===== config.mk =====
export PLATFORM = sky130hd
export DESIGN_NAME = delta_zigzag_varint_encoder
export DESIGN_NICKNAME = d
export VERILOG_FILES = /design/src/design/dzve_pkg.sv /design/src/design/dzve_delta.sv /design/src/design/dzve_emit.sv /design/src/design/delta_zigzag_varint_encoder.sv
export VERILOG_INCLUDE_DIRS = /design/src /design/src/design
export SDC_FILE = /design/constraint.sdc
export NUM_CORES = 1
export LEC_CHECK = 0
export BUFFER_PORTS_ARGS = -buffer_cell sky130_fd_sc_hd__clkbuf_2
export CAP_MARGIN = 30
export CORE_ASPECT_RATIO = 0.9
export CORE_MARGIN = 2
export CORE_UTILIZATION = 60
export CTS_CLUSTER_SIZE = 16
export DETAILED_ROUTE_END_ITERATION = 10
export PLACE_DENSITY = 0.8
export SKIP_CTS_REPAIR_TIMING = 1
export SYNTH_ARGS = -nofsm -noshare
export SYNTH_HDL_FRONTEND = slang
export SYNTH_SLANG_ARGS = --single-unit

===== constraint.sdc =====
create_clock -name clock -period 3.9 [get_ports clock]
set_input_delay 0.39 -clock clock [delete_from_list [all_inputs] [get_ports clock]]
set_output_delay 0.39 -clock clock [all_outputs]
set_load 0.02 [all_outputs]

===== src/design/delta_zigzag_varint_encoder_macros.svh =====
// Assertion macros for the delta zigzag varint encoder.
// Included by the modules that carry concurrent assertions; needs no package.
`ifndef DELTA_ZIGZAG_VARINT_ENCODER_MACROS_SVH
`define DELTA_ZIGZAG_VARINT_ENCODER_MACROS_SVH

// Same-cycle implication, checked on every rising clock edge outside reset.
`define DZVE_ASSERT_NOW(lbl, clk, rst, ante, cons, msg) \
   lbl: assert property (@(posedge clk) disable iff (rst) (ante) |-> (cons)) \
      else $error(msg);

// Next-cycle implication, checked on every rising clock edge outside reset.
`define DZVE_ASSERT_NEXT(lbl, clk, rst, ante, cons, msg) \
   lbl: assert property (@(posedge clk) disable iff (rst) (ante) |=> (cons)) \
      else $error(msg);

`endif


===== src/design/dzve_pkg.sv =====
// Shared types and constants of the delta zigzag varint encoder.
// No dependencies; used by every module of the block.
`timescale 1ns / 1ps
`default_nettype none

package dzve_pkg;

   localparam int unsigned ELEM_BITS  = 64;
   localparam int unsigned NARROW_BITS = 32;
   localparam int unsigned GROUP_BITS = 7;
   localparam logic [7:0]  CONT_FLAG  = 8'h80;

   typedef struct packed {
      logic signed [ELEM_BITS-1:0] element_value;
      logic                        block_start;
   } req_type;

   typedef struct packed {
      logic [7:0] out_byte;
      logic       last_byte;
   } rsp_type;

   typedef enum logic {
      ST_IDLE,
      ST_EMIT
   } emit_state_type;

   // Maps a signed difference so that small magnitudes give small codes.
   function automatic logic [ELEM_BITS-1:0] zigzag(input logic [ELEM_BITS-1:0] n);
      return {n[ELEM_BITS-2:0], 1'b0} ^ {ELEM_BITS{n[ELEM_BITS-1]}};
   endfunction

endpackage

`default_nettype wire


===== src/design/dzve_delta.sv =====
// Delta stage: keeps the previous element and forms the zigzag code of the difference.
// Depends on dzve_pkg.
`timescale 1ns / 1ps
`default_nettype none

module dzve_delta
   import dzve_pkg::*;
(
   input  wire logic                 clock,
   input  wire logic                 reset,
   input  wire logic                 load,
   input  wire req_type              req,
   input  wire logic                 wide_mode,
   output logic [ELEM_BITS-1:0]      code
);

   logic [ELEM_BITS-1:0] previous_ff;
   logic [ELEM_BITS-1:0] previous_in;
   logic [ELEM_BITS-1:0] elem_bits;
   logic [ELEM_BITS-1:0] base;
   logic [ELEM_BITS-1:0] diff_raw;
   logic [ELEM_BITS-1:0] diff;

   always_comb begin
      elem_bits = req.element_value;
      base      = req.block_start ? '0 : previous_ff;
      diff_raw  = elem_bits - base;
      // Narrow elements wrap at 32 bits and are then sign-extended.
      if (wide_mode) begin
         diff = diff_raw;
      end else begin
         diff = {{(ELEM_BITS-NARROW_BITS){diff_raw[NARROW_BITS-1]}},
                 diff_raw[NARROW_BITS-1:0]};
      end
      code        = zigzag(diff);
      previous_in = load ? elem_bits : previous_ff;
   end

   always_ff @(posedge clock) begin
      if (reset) begin
         previous_ff <= '0;
      end else begin
         previous_ff <= previous_in;
      end
   end

endmodule

`default_nettype wire


===== src/design/dzve_emit.sv =====
// Byte emitter: a shared 7-bit shifter under a small sequencer, plus the output register.
// Depends on dzve_pkg and delta_zigzag_varint_encoder_macros.svh.
`timescale 1ns / 1ps
`default_nettype none
`include "delta_zigzag_varint_encoder_macros.svh"

module dzve_emit
   import dzve_pkg::*;
(
   input  wire logic                 clock,
   input  wire logic                 reset,
   input  wire logic                 load,
   input  wire logic [ELEM_BITS-1:0] code,
   output logic                      busy,
   output logic                      rsp_valid,
   input  wire logic                 rsp_stall,
   output rsp_type                   rsp_payload
);

   emit_state_type       state_ff;
   emit_state_type       state_in;
   logic [ELEM_BITS-1:0] shift_ff;
   logic [ELEM_BITS-1:0] shift_in;
   logic                 rsp_valid_ff;
   logic                 rsp_valid_in;
   rsp_type              rsp_ff;
   rsp_type              rsp_in;
   logic                 emit;
   logic                 last;

   // The final group is reached once nothing is left above the low seven bits.
   assign last = (shift_ff[ELEM_BITS-1:GROUP_BITS] == '0);

   always_comb begin
      state_in = state_ff;
      unique case (state_ff)
         ST_IDLE: begin
            if (load) begin
               state_in = ST_EMIT;
            end
         end
         ST_EMIT: begin
            if (emit && last) begin
               state_in = ST_IDLE;
            end
         end
         default: begin
            state_in = ST_IDLE;
         end
      endcase
   end

   always_comb begin
      busy = (state_ff != ST_IDLE);
      emit = (state_ff == ST_EMIT) && (!rsp_valid_ff || !rsp_stall);

      if (load) begin
         shift_in = code;
      end else if (emit) begin
         shift_in = shift_ff >> GROUP_BITS;
      end else begin
         shift_in = shift_ff;
      end

      if (emit) begin
         rsp_in.out_byte  = last ? {1'b0, shift_ff[GROUP_BITS-1:0]}
                                 : (CONT_FLAG | {1'b0, shift_ff[GROUP_BITS-1:0]});
         rsp_in.last_byte = last;
         rsp_valid_in     = 1'b1;
      end else begin
         rsp_in       = rsp_ff;
         rsp_valid_in = rsp_valid_ff && rsp_stall;
      end
   end

   always_ff @(posedge clock) begin
      if (reset) begin
         state_ff     <= ST_IDLE;
         rsp_valid_ff <= 1'b0;
      end else begin
         state_ff     <= state_in;
         rsp_valid_ff <= rsp_valid_in;
      end
      shift_ff <= shift_in;
      rsp_ff   <= rsp_in;
   end

   assign rsp_valid   = rsp_valid_ff;
   assign rsp_payload = rsp_ff;

   `DZVE_ASSERT_NOW(a_load_only_idle, clock, reset, load, state_ff == ST_IDLE, "load while busy")
   `DZVE_ASSERT_NEXT(a_more_follow, clock, reset, emit && !last, state_ff == ST_EMIT, "dropped group")
   `DZVE_ASSERT_NEXT(a_done_idle, clock, reset, emit && last, state_ff == ST_IDLE, "stuck after last")
   `DZVE_ASSERT_NOW(a_flag_match, clock, reset, rsp_valid_ff,
                    rsp_ff.out_byte[7] == !rsp_ff.last_byte, "continuation flag mismatch")

endmodule

`default_nettype wire


===== src/design/delta_zigzag_varint_encoder.sv =====
// Delta zigzag varint encoder, top level. Depends on dzve_pkg, dzve_delta and dzve_emit.
// The first byte of a transaction passes the shift register, then the output register.
// Throughput: one byte per cycle while the output is not stalled; an element of n bytes
// (1 to 5 narrow, 1 to 10 wide) holds the input until the single shared 7-bit shifter is done.
// Reset (synchronous, active high) clears the previous element, the mode and the sequencer.
`timescale 1ns / 1ps
`default_nettype none

module delta_zigzag_varint_encoder
   import dzve_pkg::*;
(
   input  wire logic    clock,
   input  wire logic    reset,
   input  wire logic    req_valid,
   output logic         req_stall,
   input  wire req_type req_payload,
   output logic         rsp_valid,
   input  wire logic    rsp_stall,
   output rsp_type      rsp_payload,
   input  wire logic    csr_wr_en,
   input  wire logic    csr_wr_data
);

   // Mode register: 0 selects 32-bit elements, 1 selects 64-bit elements.
   logic                 wide_mode_ff;
   logic                 wide_mode_in;
   logic                 busy;
   logic                 load;
   logic [ELEM_BITS-1:0] code;

   assign wide_mode_in = csr_wr_en ? csr_wr_data : wide_mode_ff;

   always_ff @(posedge clock) begin
      if (reset) begin
         wide_mode_ff <= 1'b0;
      end else begin
         wide_mode_ff <= wide_mode_in;
      end
   end

   // A new transaction is taken whenever the sequencer is idle. The output
   // register keeps the last byte of the previous element on its own, so the
   // input does not wait for that byte to be taken.
   assign req_stall = busy;
   assign load      = req_valid && !busy;

   // The difference and its zigzag code are formed in the accept cycle and
   // loaded straight into the emitter's shift register.
   dzve_delta u_delta (
      .clock     (clock),
      .reset     (reset),
      .load      (load),
      .req       (req_payload),
      .wide_mode (wide_mode_ff),
      .code      (code)
   );

   // The emitter peels off one 7-bit group per cycle while the output is not stalled,
   // low group first, and sets the continuation flag on every byte but the last.
   dzve_emit u_emit (
      .clock       (clock),
      .reset       (reset),
      .load        (load),
      .code        (code),
      .busy        (busy),
      .rsp_valid   (rsp_valid),
      .rsp_stall   (rsp_stall),
      .rsp_payload (rsp_payload)
   );

endmodule

`default_nettype wire

==> impl_results.md, run 1 <==
* R2R depth at 13
* Fin crit share at 93.6%
* H-tree depth at 4
* GPL Wtd Cong at 0.943
* DRT Pass-1 Iters at 5
* P_leak at 0.00453 uW
* Post-synthesis average cell area at 8.31 um^2
* Critical path class: flop to flop
* Clk_lat worst skew at 0.43 ns
* Met1 usage at 42.6%
* FP Rows at 45
* Hold Crit Start: req_payload[57]
* Synth Cell Area at 10200 um^2
* Largest net degree at the start of global routing at 93
* Top Usage Layer GRT: met2
* Worst VDD drop at 377 uV
* Final Net Count at 1463
* Detailed router's first-iteration violation count at 791
* R2r setup slk at 0.25 ns
* Fmax at 274 MHz
* Normalized max-slew margin at 39.7%
* Layout cell share with drive strength beyond 1 at 14.2%
* Asr flop ratio synth at 0%
* Setup-failing EPs final at 0
* First-pass GRT wire length at 42800 um
* Detail Route Antenna Nets at 0
* Commonest non-fill, non-tap cells in the layout: 250 x nand2_1, 140 x a21oi_1, 94 x xnor2_1, 81 x clkbuf_2, 75 x ha_1
* Clock slew at reported path FFs at 0.06 ns
* Worst Hold End: u_delta.previous_ff[56]
* Via Count at 9137
* Initial core utilization at 61.1%
* Ys flop type: edfxtp_1
* Distinct cells, synth at 66
* Worst flop-to-flop path endpoint: u_emit.shift_ff[41]
* # diodes at 0
* Hold crit path type: input port to flop
* Final Max Tran Viols at 0
* Die Ht at 128 um
* #FFs+latches synth at 140
* Status: finished, final reports clean
* MaxCap Viol Count at 0
* Met3 Use GR at 6.80%
* Synth Warn # at 0
* Sequential fraction of the synthesis area at 34.5%
* EDFF count, synth at 73
* WL/cell at 17.1 um
* Syn nets at 1381
* Startpoint types: flop
* Most common cell after layout, fill and taps aside: nand2_1
* Via/cell ratio at 5.94
* Final setup TNS at 0 ns
* Core box area at 16800 um^2
* Hold Path Stages at 3
* GRT overflow at 0
* Initial antenna violation count at 0
* Hold Vio Cnt, Final at 0
* Clock Sink Count at 140
* Ports at 82
* Clock skew at 0.00622 ns
* Worst Setup End Kind: flop
* Layout fillers at 1379
* Root Driver: clkbuf_16
* Post-Syn Instances at 1234
* Reg area at 3530 um^2
* Die area at 18100 um^2
* Placed insts at 1508
* Req. time, crit path at 4.05 ns
* Inserted Clock Buffers at 17
* Final std cells w/o fill at 1539
* Pwr Density at 433 nW/um^2
* Worst EP arrival at 3.80 ns
* Met2 Resource Use GR at 45.1%
* Tmin final at 3.65 ns
* Number of global-route vias before repair at 8449
* Gr usage total at 29.5%
* Multi-input logic area at 6340 um^2
* DRC Markers at 0
* Chip width at 142 um
* Post-DP HPWL at 19900 um
* Port Buffers at 81
* CTS tree: done
* Layout area overhead at 13.9%
* CP max FO at 3
* Reg2Reg Launch Point: u_delta.previous_ff[0]
* RSZ-0062 raised after global routing: false
* Slew @ Worst Pin at 0.904 ns
* Final wirelength at 26200 um
* Clock Tree Buf Depth at 2
==> per-stage QoR <==
step	instance area, um^2	hold WS [ns]	utilization [%]	total power [uW]	worst slack [ns]
floorplan	10200	0.400	-	2910	0.465
global placement	11000	0.401	65.8	3290	-0.156
detailed placement	11000	0.405	65.8	3310	-0.112
CTS	11700	0.195	69.5	5040	0.157
global route	11700	0.202	69.6	5290	0.0724
finish	11700	0.199	69.6	5050	0.248
==> where the power goes <==
| group | switching, uW | internal (uW) | total, uW | leakage, uW |
|---|---|---|---|---|
| logic | 839 | 620 | 1460 | 0.00295 |
| clock network | 661 | 1070 | 1730 | 0.000296 |
| registers | 91.6 | 1770 | 1860 | 0.00128 |
==> worst max-delay path, stage by stage (launching register included) <==
cell	delay (ns)
dfxtp_1	0.32
nor2b_1	0.15
ha_1	0.20
fa_1	0.40
nor2b_1	0.18
o2111ai_1	0.23
a211o_1	0.38
a211oi_1	0.38
a211oi_1	0.16
o21bai_1	0.29
a211oi_1	0.13
xor2_1	0.25
xnor2_1	0.19
o21ai_0	0.11
==> sequential cells by signal, indices dropped and copies added (netlist names) <==
| signal | flops |
|---|---|
| u_delta.previous_ff | 64 |
| wide_mode_ff | 1 |
| u_emit.shift_ff | 64 |
| u_emit.rsp_valid | 1 |
| u_emit.rsp_payload | 9 |
| u_emit.busy | 1 |
==> synth_stat cells, types with 25 or more instances <==
library cell,number,area share [%]
a21o_1,25,1.8
a21oi_1,142,6.9
clkbuf_1,49,1.8
dfxtp_1,67,13
edfxtp_1,73,21
ha_1,75,9.2
nand2_1,250,9.2
nand2b_1,69,4.2
nand4_1,30,1.8
nor2_1,52,1.9
o21ai_0,67,3.3
xnor2_1,94,8.0
==> worst max path at each step <==
stage,endpoint,depth (start not counted),slack (ns),startpoint
2_1_floorplan,u_emit.shift_ff[5],17,0.47,req_payload[0]
3_3_place_gp,u_emit.shift_ff[41],14,-0.16,req_payload[0]
3_5_place_dp,u_emit.shift_ff[41],15,-0.11,req_payload[0]
4_1_cts,u_emit.shift_ff[59],13,0.16,u_delta.previous_ff[0]
5_1_grt,u_emit.shift_ff[41],14,0.07,req_payload[0]
6_report,u_emit.shift_ff[41],13,0.25,u_delta.previous_ff[0]
==> cell families (layout without fill, tap and decap cells) <==
group	Yosys count	in the layout	synth area share, %
flip-flops	140	140	34.5
adder cells (fa/ha/maj)	76	76	9.35
multiplexers	2	2	0.208
buffers and inverters	91	185	3.96
AO/OA/AOI/OAI	339	339	20.1
AND/OR/NAND/NOR	464	464	20.9
XOR/XNOR	122	122	11.0
==> metal layers <==
| layer | wire [um] | vias to the layer above |
|---|---|---|
| li1 | - | 4517 |
| met1 | 12100 | 4269 |
| met2 | 11600 | 315 |
| met3 | 1940 | 36 |
| met4 | 506 | 0 |
| met5 | 0 | - |
==> cell type report <==
type	instances	area share, %
clock inverters	13	1.61
repair buffers	135	7.27
well taps	211	2.26
flip-flops and latches	140	30.3
clock buffers	18	3.68
multi-input cells	1003	54.3
inverters	19	0.611
Note: power is estimated with default switching activity, not from simulation.
==> inputs of run 2 (changes only) <==
Settings changed: CORE_UTILIZATION 60 to 45, CTS_BUF_LIST set to sky130_fd_sc_hd__clkbuf_16, PLACE_DENSITY 0.8 to not set.
==> run 2 against run 1 <==
Against the previous run: largest power group unchanged; worst setup slack better by 0.026 ns; worst hold slack got worse by 0.0045 ns; clock skew is 0.0070 ns higher; total power fell by 1.2%; design area grew 0.68%; final cell count increased by 5.7%; via count is 1.8% lower; first-iteration DRC count decreased by 15%.
==> impl_results.md, run 2 (same netlist as run 1, synthesis figures left out) <==
* Largest net degree at the start of global routing at 87 (-6.5%)
* First-pass GRT wire length at 43900 um (+2.6%)
* Clk_lat worst skew at 0.43 ns (about the same)
* Startpoint types: flop
* Hold Vio Cnt, Final at 0 (unchanged)
* FP Rows at 52 (+16%)
* Final Net Count at 1465 (+0.14%)
* Clock Tree Buf Depth at 2 (unchanged)
* Post-Route Hold Slack at 0.195 ns (-0.00453 ns)
* Final worst slack at 0.274 ns (+0.0257 ns)
* GRT overflow at 0 (unchanged)
* Detailed router's first-iteration violation count at 672 (-15%)
* Normalized max-slew margin at 41.5% (+1.8 points)
* Placed Area at 11100 um^2 (+0.93%)
* Port Buffers at 81 (unchanged)
* Largest stage delay, worst path at 0.39 ns (about the same)
* Final Max Tran Viols at 0 (unchanged)
* Req. time, crit path at 4.06 ns (about the same)
* Worst EP arrival at 3.78 ns (-0.02 ns)
* Layout fillers at 2209 (+60%)
* Status: finished, final reports clean
* Layout area overhead at 14.7%
* Initial core utilization at 45.7% (-15 points)
* Setup-failing EPs final at 0 (unchanged)
* Clock Sink Count at 140 (unchanged)
* Hold Crit Start: req_payload[12]
* P_leak at 0.00453 uW (+0.17%)
* Via Count at 8969 (-1.8%)
* Post-DP HPWL at 20700 um (+3.7%)
* Cell Chain, Critical Path: nor2b_1 > ha_1 > fa_1 > nor2b_1 > o2111ai_1 > a211o_1 > a211oi_2 > a211oi_1 > buf_4 > o21bai_1 > a211oi_1 > xor2_1 > xnor2_1 > o21ai_0
* Commonest non-fill, non-tap cells in the layout: 250 x nand2_1, 142 x a21oi_1, 94 x xnor2_1, 81 x clkbuf_2, 75 x ha_1
* Fin crit share at 93.0% (-0.66 points)
* Via/cell ratio at 5.51 (-7.1%)
* CP max FO at 3 (unchanged)
* GPL Wtd Cong at 0.879 (-6.8%)
* RSZ-0062 raised after global routing: false
* Detail Route Antenna Nets at 0 (unchanged)
* DRC Markers at 0 (unchanged)
* Ports at 82 (unchanged)
* Final wirelength at 26800 um (+2.1%)
* Worst Hold End: u_delta.previous_ff[11]
* Critical path buffers and inverters at 1 (+1)
* Chip width at 163 um (+15%)
* R2r setup slk at 0.27 ns (+0.03 ns)
* H-tree depth at 4 (unchanged)
* Sequential fraction of design power at 37.1% (+0.3 points)
* DRT Pass-1 Iters at 5 (unchanged)
* Core box area at 22400 um^2 (+34%)
* CP delay by family, top: compound AO/OA/AOI/OAI gates
* Number of global-route vias before repair at 8282 (-2.0%)
* Overall Power at 4990 uW (-1.2%)
* Initial antenna violation count at 0 (unchanged)
* Worst flop-to-flop path endpoint: u_emit.shift_ff[41]
* Worst Setup End Kind: flop
* Comb pwr share at 29.2% (+0.3 points)
* Clock slew at reported path FFs at 0.06 ns (about the same)
* Fin area at 11800 um^2 (+0.68%)
* Pre-CTS setup slack at -0.177 ns (-0.0648 ns)
* Int Power at 3390 uW (-2.0%)
* Switching part of the total at 32.1% (+0.59 points)
* Clock power share at 33.6% (-0.7 points)
* Fmax at 276 MHz (+0.71%)
* Layout cell share with drive strength beyond 1 at 14.3% (+0.054 points)
* Die area at 24000 um^2 (+32%)
* CTS tree: done
* Most common cell after layout, fill and taps aside: nand2_1
* Inserted Clock Buffers at 17 (unchanged)
* Worst path slowest cell: fa_1
* Hold crit path type: input port to flop
* Clock skew at 0.0133 ns (+0.00704 ns)
* Reg2Reg Launch Point: u_delta.previous_ff[0]
* Root Driver: clkbuf_16
* MaxCap Viol Count at 0 (unchanged)
* WL/cell at 16.5 um (-3.4%)
* Slew @ Worst Pin at 0.877 ns (-0.0274 ns)
* Pwr Density at 425 nW/um^2 (-1.8%)
* Die Ht at 147 um (+15%)
* Switching Power at 1600 uW (+0.67%)
* Critical path class: flop to flop
* # diodes at 0 (unchanged)
* Tmin final at 3.63 ns (-0.0257 ns)
* R2R depth at 14 (+1)
* Gr usage total at 22.9% (-6.6 points)
* Hold Path Stages at 3 (unchanged)
* Worst VDD drop at 261 uV (-31%)
-- run 2: changes by cell type in the layout (fill, tap and decap cells not counted), moves of 2 or more --
cell / delta
clkinv_4: +4
a21oi_1: +2
a21oi_2: -2
buf_4: +2
clkinv_2: +2
clkinvlp_4: -2
inv_6: -2
-- run 2: power groups by stage --
stage                     clock, uW  sequential, uW  combinational (uW)
after global placement            0            1880                1440
final                          1680            1850                1460
after floorplan                   0            1860                1050
after global routing           1770            1870                1620
after CTS                      1700            1850                1450
after detailed placement          0            1880                1450
-- run 2: stage by stage --
stage	TNS, ns	std cells	util, %
after floorplan	0	1234	-
after global placement	-0.203	1595	49.6
after detailed placement	-0.177	1595	49.6
after CTS	0	1626	52.3
after global routing	0	1627	52.4
final	0	1627	52.4
-- run 2: worst max path at each step --
stage,end,cells past startpoint,from
3_5_place_dp,u_emit.shift_ff[41],16,req_payload[0]
3_3_place_gp,u_emit.shift_ff[41],16,req_payload[0]
5_1_grt,u_emit.shift_ff[61],13,u_delta.previous_ff[0]
2_1_floorplan,u_emit.shift_ff[5],17,req_payload[0]
4_1_cts,u_emit.shift_ff[41],14,u_delta.previous_ff[0]
6_report,u_emit.shift_ff[41],14,u_delta.previous_ff[0]
-- run 2: area by class of cell --
cell class	instances	area, um^2	area share (%)
clock buffer	17	425	3.62
clock inverter	14	170	1.45
inverter	19	71.3	0.607
multi-input combinational	1003	6330	53.9
sequential	140	3530	30.1
tap	297	372	3.16
timing repair buffer	137	848	7.22
-- run 2: metal layers --
metal / wire length [um] / share of wire, % / up-vias / track usage [%]
li1: - / - / 4524 / -
met1: 13400 / 50 / 4180 / 34.2
met2: 11600 / 43 / 242 / 34.1
met3: 1510 / 5.6 / 23 / 4.86
met4: 286 / 1.1 / 0 / 4.56
met5: 0 / 0 / - / 0
-- run 2: tightest hold or removal path: stages --
cell      delay (ns)
clkbuf_2        0.09
nand2_1         0.05
a21oi_1         0.05
==> inputs of run 3 (changes only) <==
Settings changed: CTS_BUF_LIST sky130_fd_sc_hd__clkbuf_16 to sky130_fd_sc_hd__clkbuf_8.
==> run 3 against run 2 <==
Against the previous run: final cell count barely moved; via count fell by 0.23%; combinational power barely moved; die area did not move; global-route usage fell by 0.13 points; worst hold slack got worse by 0.038 ns; sequential power barely moved; count of clock-buffer cells in the layout did not move; register-to-register slack improved by 0.04 ns; design area fell by 1.7%; flip-flop and latch count did not move.
==> impl_results.md, run 3 (same netlist as run 1, synthesis figures left out) <==
* Status: finished, final reports clean
* Detail Route Antenna Nets at 0 (unchanged)
* Final Max Tran Viols at 0 (unchanged)
* Fin crit share at 92.0% (-0.96 points)
* Number of global-route vias before repair at 8269 (-0.16%)
* Ports at 82 (unchanged)
* FP Rows at 52 (unchanged)
* Clock skew at 0.0157 ns (+0.00247 ns)
* Hold Vio Cnt, Final at 0 (unchanged)
* Normalized max-slew margin at 35.4% (-6.1 points)
* Critical path class: flop to flop
* Commonest non-fill, non-tap cells in the layout: 250 x nand2_1, 142 x a21oi_1, 94 x xnor2_1, 81 x clkbuf_2, 75 x ha_1
* Tmin final at 3.59 ns (-0.0375 ns)
* Die area at 24000 um^2 (unchanged)
* Fin area at 11600 um^2 (-1.7%)
* Fmax at 279 MHz (+1.0%)
* GPL Wtd Cong at 0.879 (unchanged)
* Worst EP arrival at 3.78 ns (about the same)
* Critical path buffers and inverters at 1 (unchanged)
* Startpoint types: flop
* P_leak at 0.00444 uW (-2.0%)
* Overall Power at 4560 uW (-8.7%)
* Layout cell share with drive strength beyond 1 at 14.2% (-0.064 points)
* Placed Area at 11100 um^2 (unchanged)
* Port Buffers at 81 (unchanged)
* Hold crit path type: input port to flop
* RSZ-0062 raised after global routing: false
* Slew @ Worst Pin at 0.960 ns (+0.0830 ns)
* # diodes at 0 (unchanged)
* Via Count at 8948 (-0.23%)
* Final worst slack at 0.311 ns (+0.0375 ns)
* Pre-CTS setup slack at -0.177 ns (unchanged)
* Reg area at 3530 um^2 (unchanged)
* Layout fillers at 2243 (+1.5%)
* Via/cell ratio at 5.50 (-0.17%)
* Post-Route Hold Slack at 0.156 ns (-0.0384 ns)
* MaxCap Viol Count at 0 (unchanged)
* Post-DP HPWL at 20700 um (unchanged)
* CTS tree: done
* Final Net Count at 1464 (-0.068%)
* Setup-failing EPs final at 0 (unchanged)
* GRT overflow at 0 (unchanged)
* DRT Pass-1 Iters at 5 (unchanged)
* DRC Markers at 0 (unchanged)
* Clock Tree Buf Depth at 2 (unchanged)
* Initial antenna violation count at 0 (unchanged)
* Clock Sink Count at 140 (unchanged)
* Worst Setup End Kind: flop
* Core box area at 22400 um^2 (unchanged)
* Largest stage delay, worst path at 0.39 ns (about the same)
* Req. time, crit path at 4.09 ns (+0.03 ns)
* Worst path slowest cell: fa_1
* Die Ht at 147 um (unchanged)
* CP delay by family, top: compound AO/OA/AOI/OAI gates
* Chip width at 163 um (unchanged)
* Multi-input logic area at 6330 um^2 (unchanged)
* Final wirelength at 26600 um (-0.53%)
* WL/cell at 16.4 um (-0.47%)
* Initial core utilization at 45.7% (unchanged)
* Gr usage total at 22.7% (-0.13 points)
* Clk_lat worst skew at 0.46 ns (+0.03 ns)
* First-pass GRT wire length at 43700 um (-0.58%)
* Largest net degree at the start of global routing at 87 (unchanged)
* CP max FO at 3 (unchanged)
* Worst VDD drop at 192 uV (-26%)
* Inserted Clock Buffers at 17 (unchanged)
* Final setup TNS at 0 ns (unchanged)
* Most common cell after layout, fill and taps aside: nand2_1
* Root Driver: clkbuf_8
* Layout area overhead at 12.7%
* H-tree depth at 4 (unchanged)
* Cell Chain, Critical Path: nor2b_1 > ha_1 > fa_1 > nor2b_1 > o2111ai_1 > a211o_1 > a211oi_2 > a211oi_1 > buf_4 > o21bai_1 > a211oi_1 > xor2_1 > xnor2_1 > o21ai_0
* Pwr Density at 394 nW/um^2 (-7.2%)
* Clock slew at reported path FFs at 0.09 ns (+0.03 ns)
* Detailed router's first-iteration violation count at 607 (-9.7%)
-- run 3: metal layers --
layer / track usage, % / part of all wire, % / vias up
met5: 0 / 0 / -
met4: 5.40 / 1.2 / 0
met3: 3.67 / 5.2 / 23
met2: 34.0 / 44 / 238
met1: 34.2 / 50 / 4163
li1: - / - / 4524
-- run 3: path summary, 6_finish.rpt --
path | startpoint | endpoint | slack, ns | cells after the start
setup / recovery | u_delta.previous_ff[0] | u_emit.shift_ff[41] | 0.31 | 14
hold reg to reg | u_emit.shift_ff[3] | u_emit.rsp_payload[4] | 0.42 | 0
setup reg to reg | u_delta.previous_ff[0] | u_emit.shift_ff[41] | 0.31 | 14
hold / removal | req_payload[8] | u_delta.previous_ff[7] | 0.16 | 3
-- run 3: stage by stage --
step | std cells | util [%]
after floorplan | 1234 | -
after global placement | 1595 | 49.6
after detailed placement | 1595 | 49.6
after CTS | 1626 | 51.4
after global routing | 1626 | 51.5
final | 1626 | 51.5
-- run 3: worst register-to-register path, cell delays in order (launching register included) --
cell       delay (ns)
dfxtp_1          0.32
nor2b_1          0.15
ha_1             0.20
fa_1             0.39
nor2b_1          0.19
o2111ai_1        0.21
a211o_1          0.35
a211oi_2         0.31
a211oi_1         0.09
buf_4            0.16
o21bai_1         0.26
a211oi_1         0.14
xor2_1           0.24
xnor2_1          0.20
o21ai_0          0.11
-- run 3: power by group --
part | switching (uW) | internal, uW
registers | 86.6 | 1760
logic | 841 | 618
clock network | 616 | 632
total | 1540 | 3010
-- run 3: final cells by class --
cell class | count | area share [%]
multi-input combinational | 1003 | 54.8
sequential | 140 | 30.6
timing repair buffer | 136 | 7.30
inverter | 19 | 0.617
clock buffer | 17 | 2.02
clock inverter | 14 | 1.47
tap | 297 | 3.22
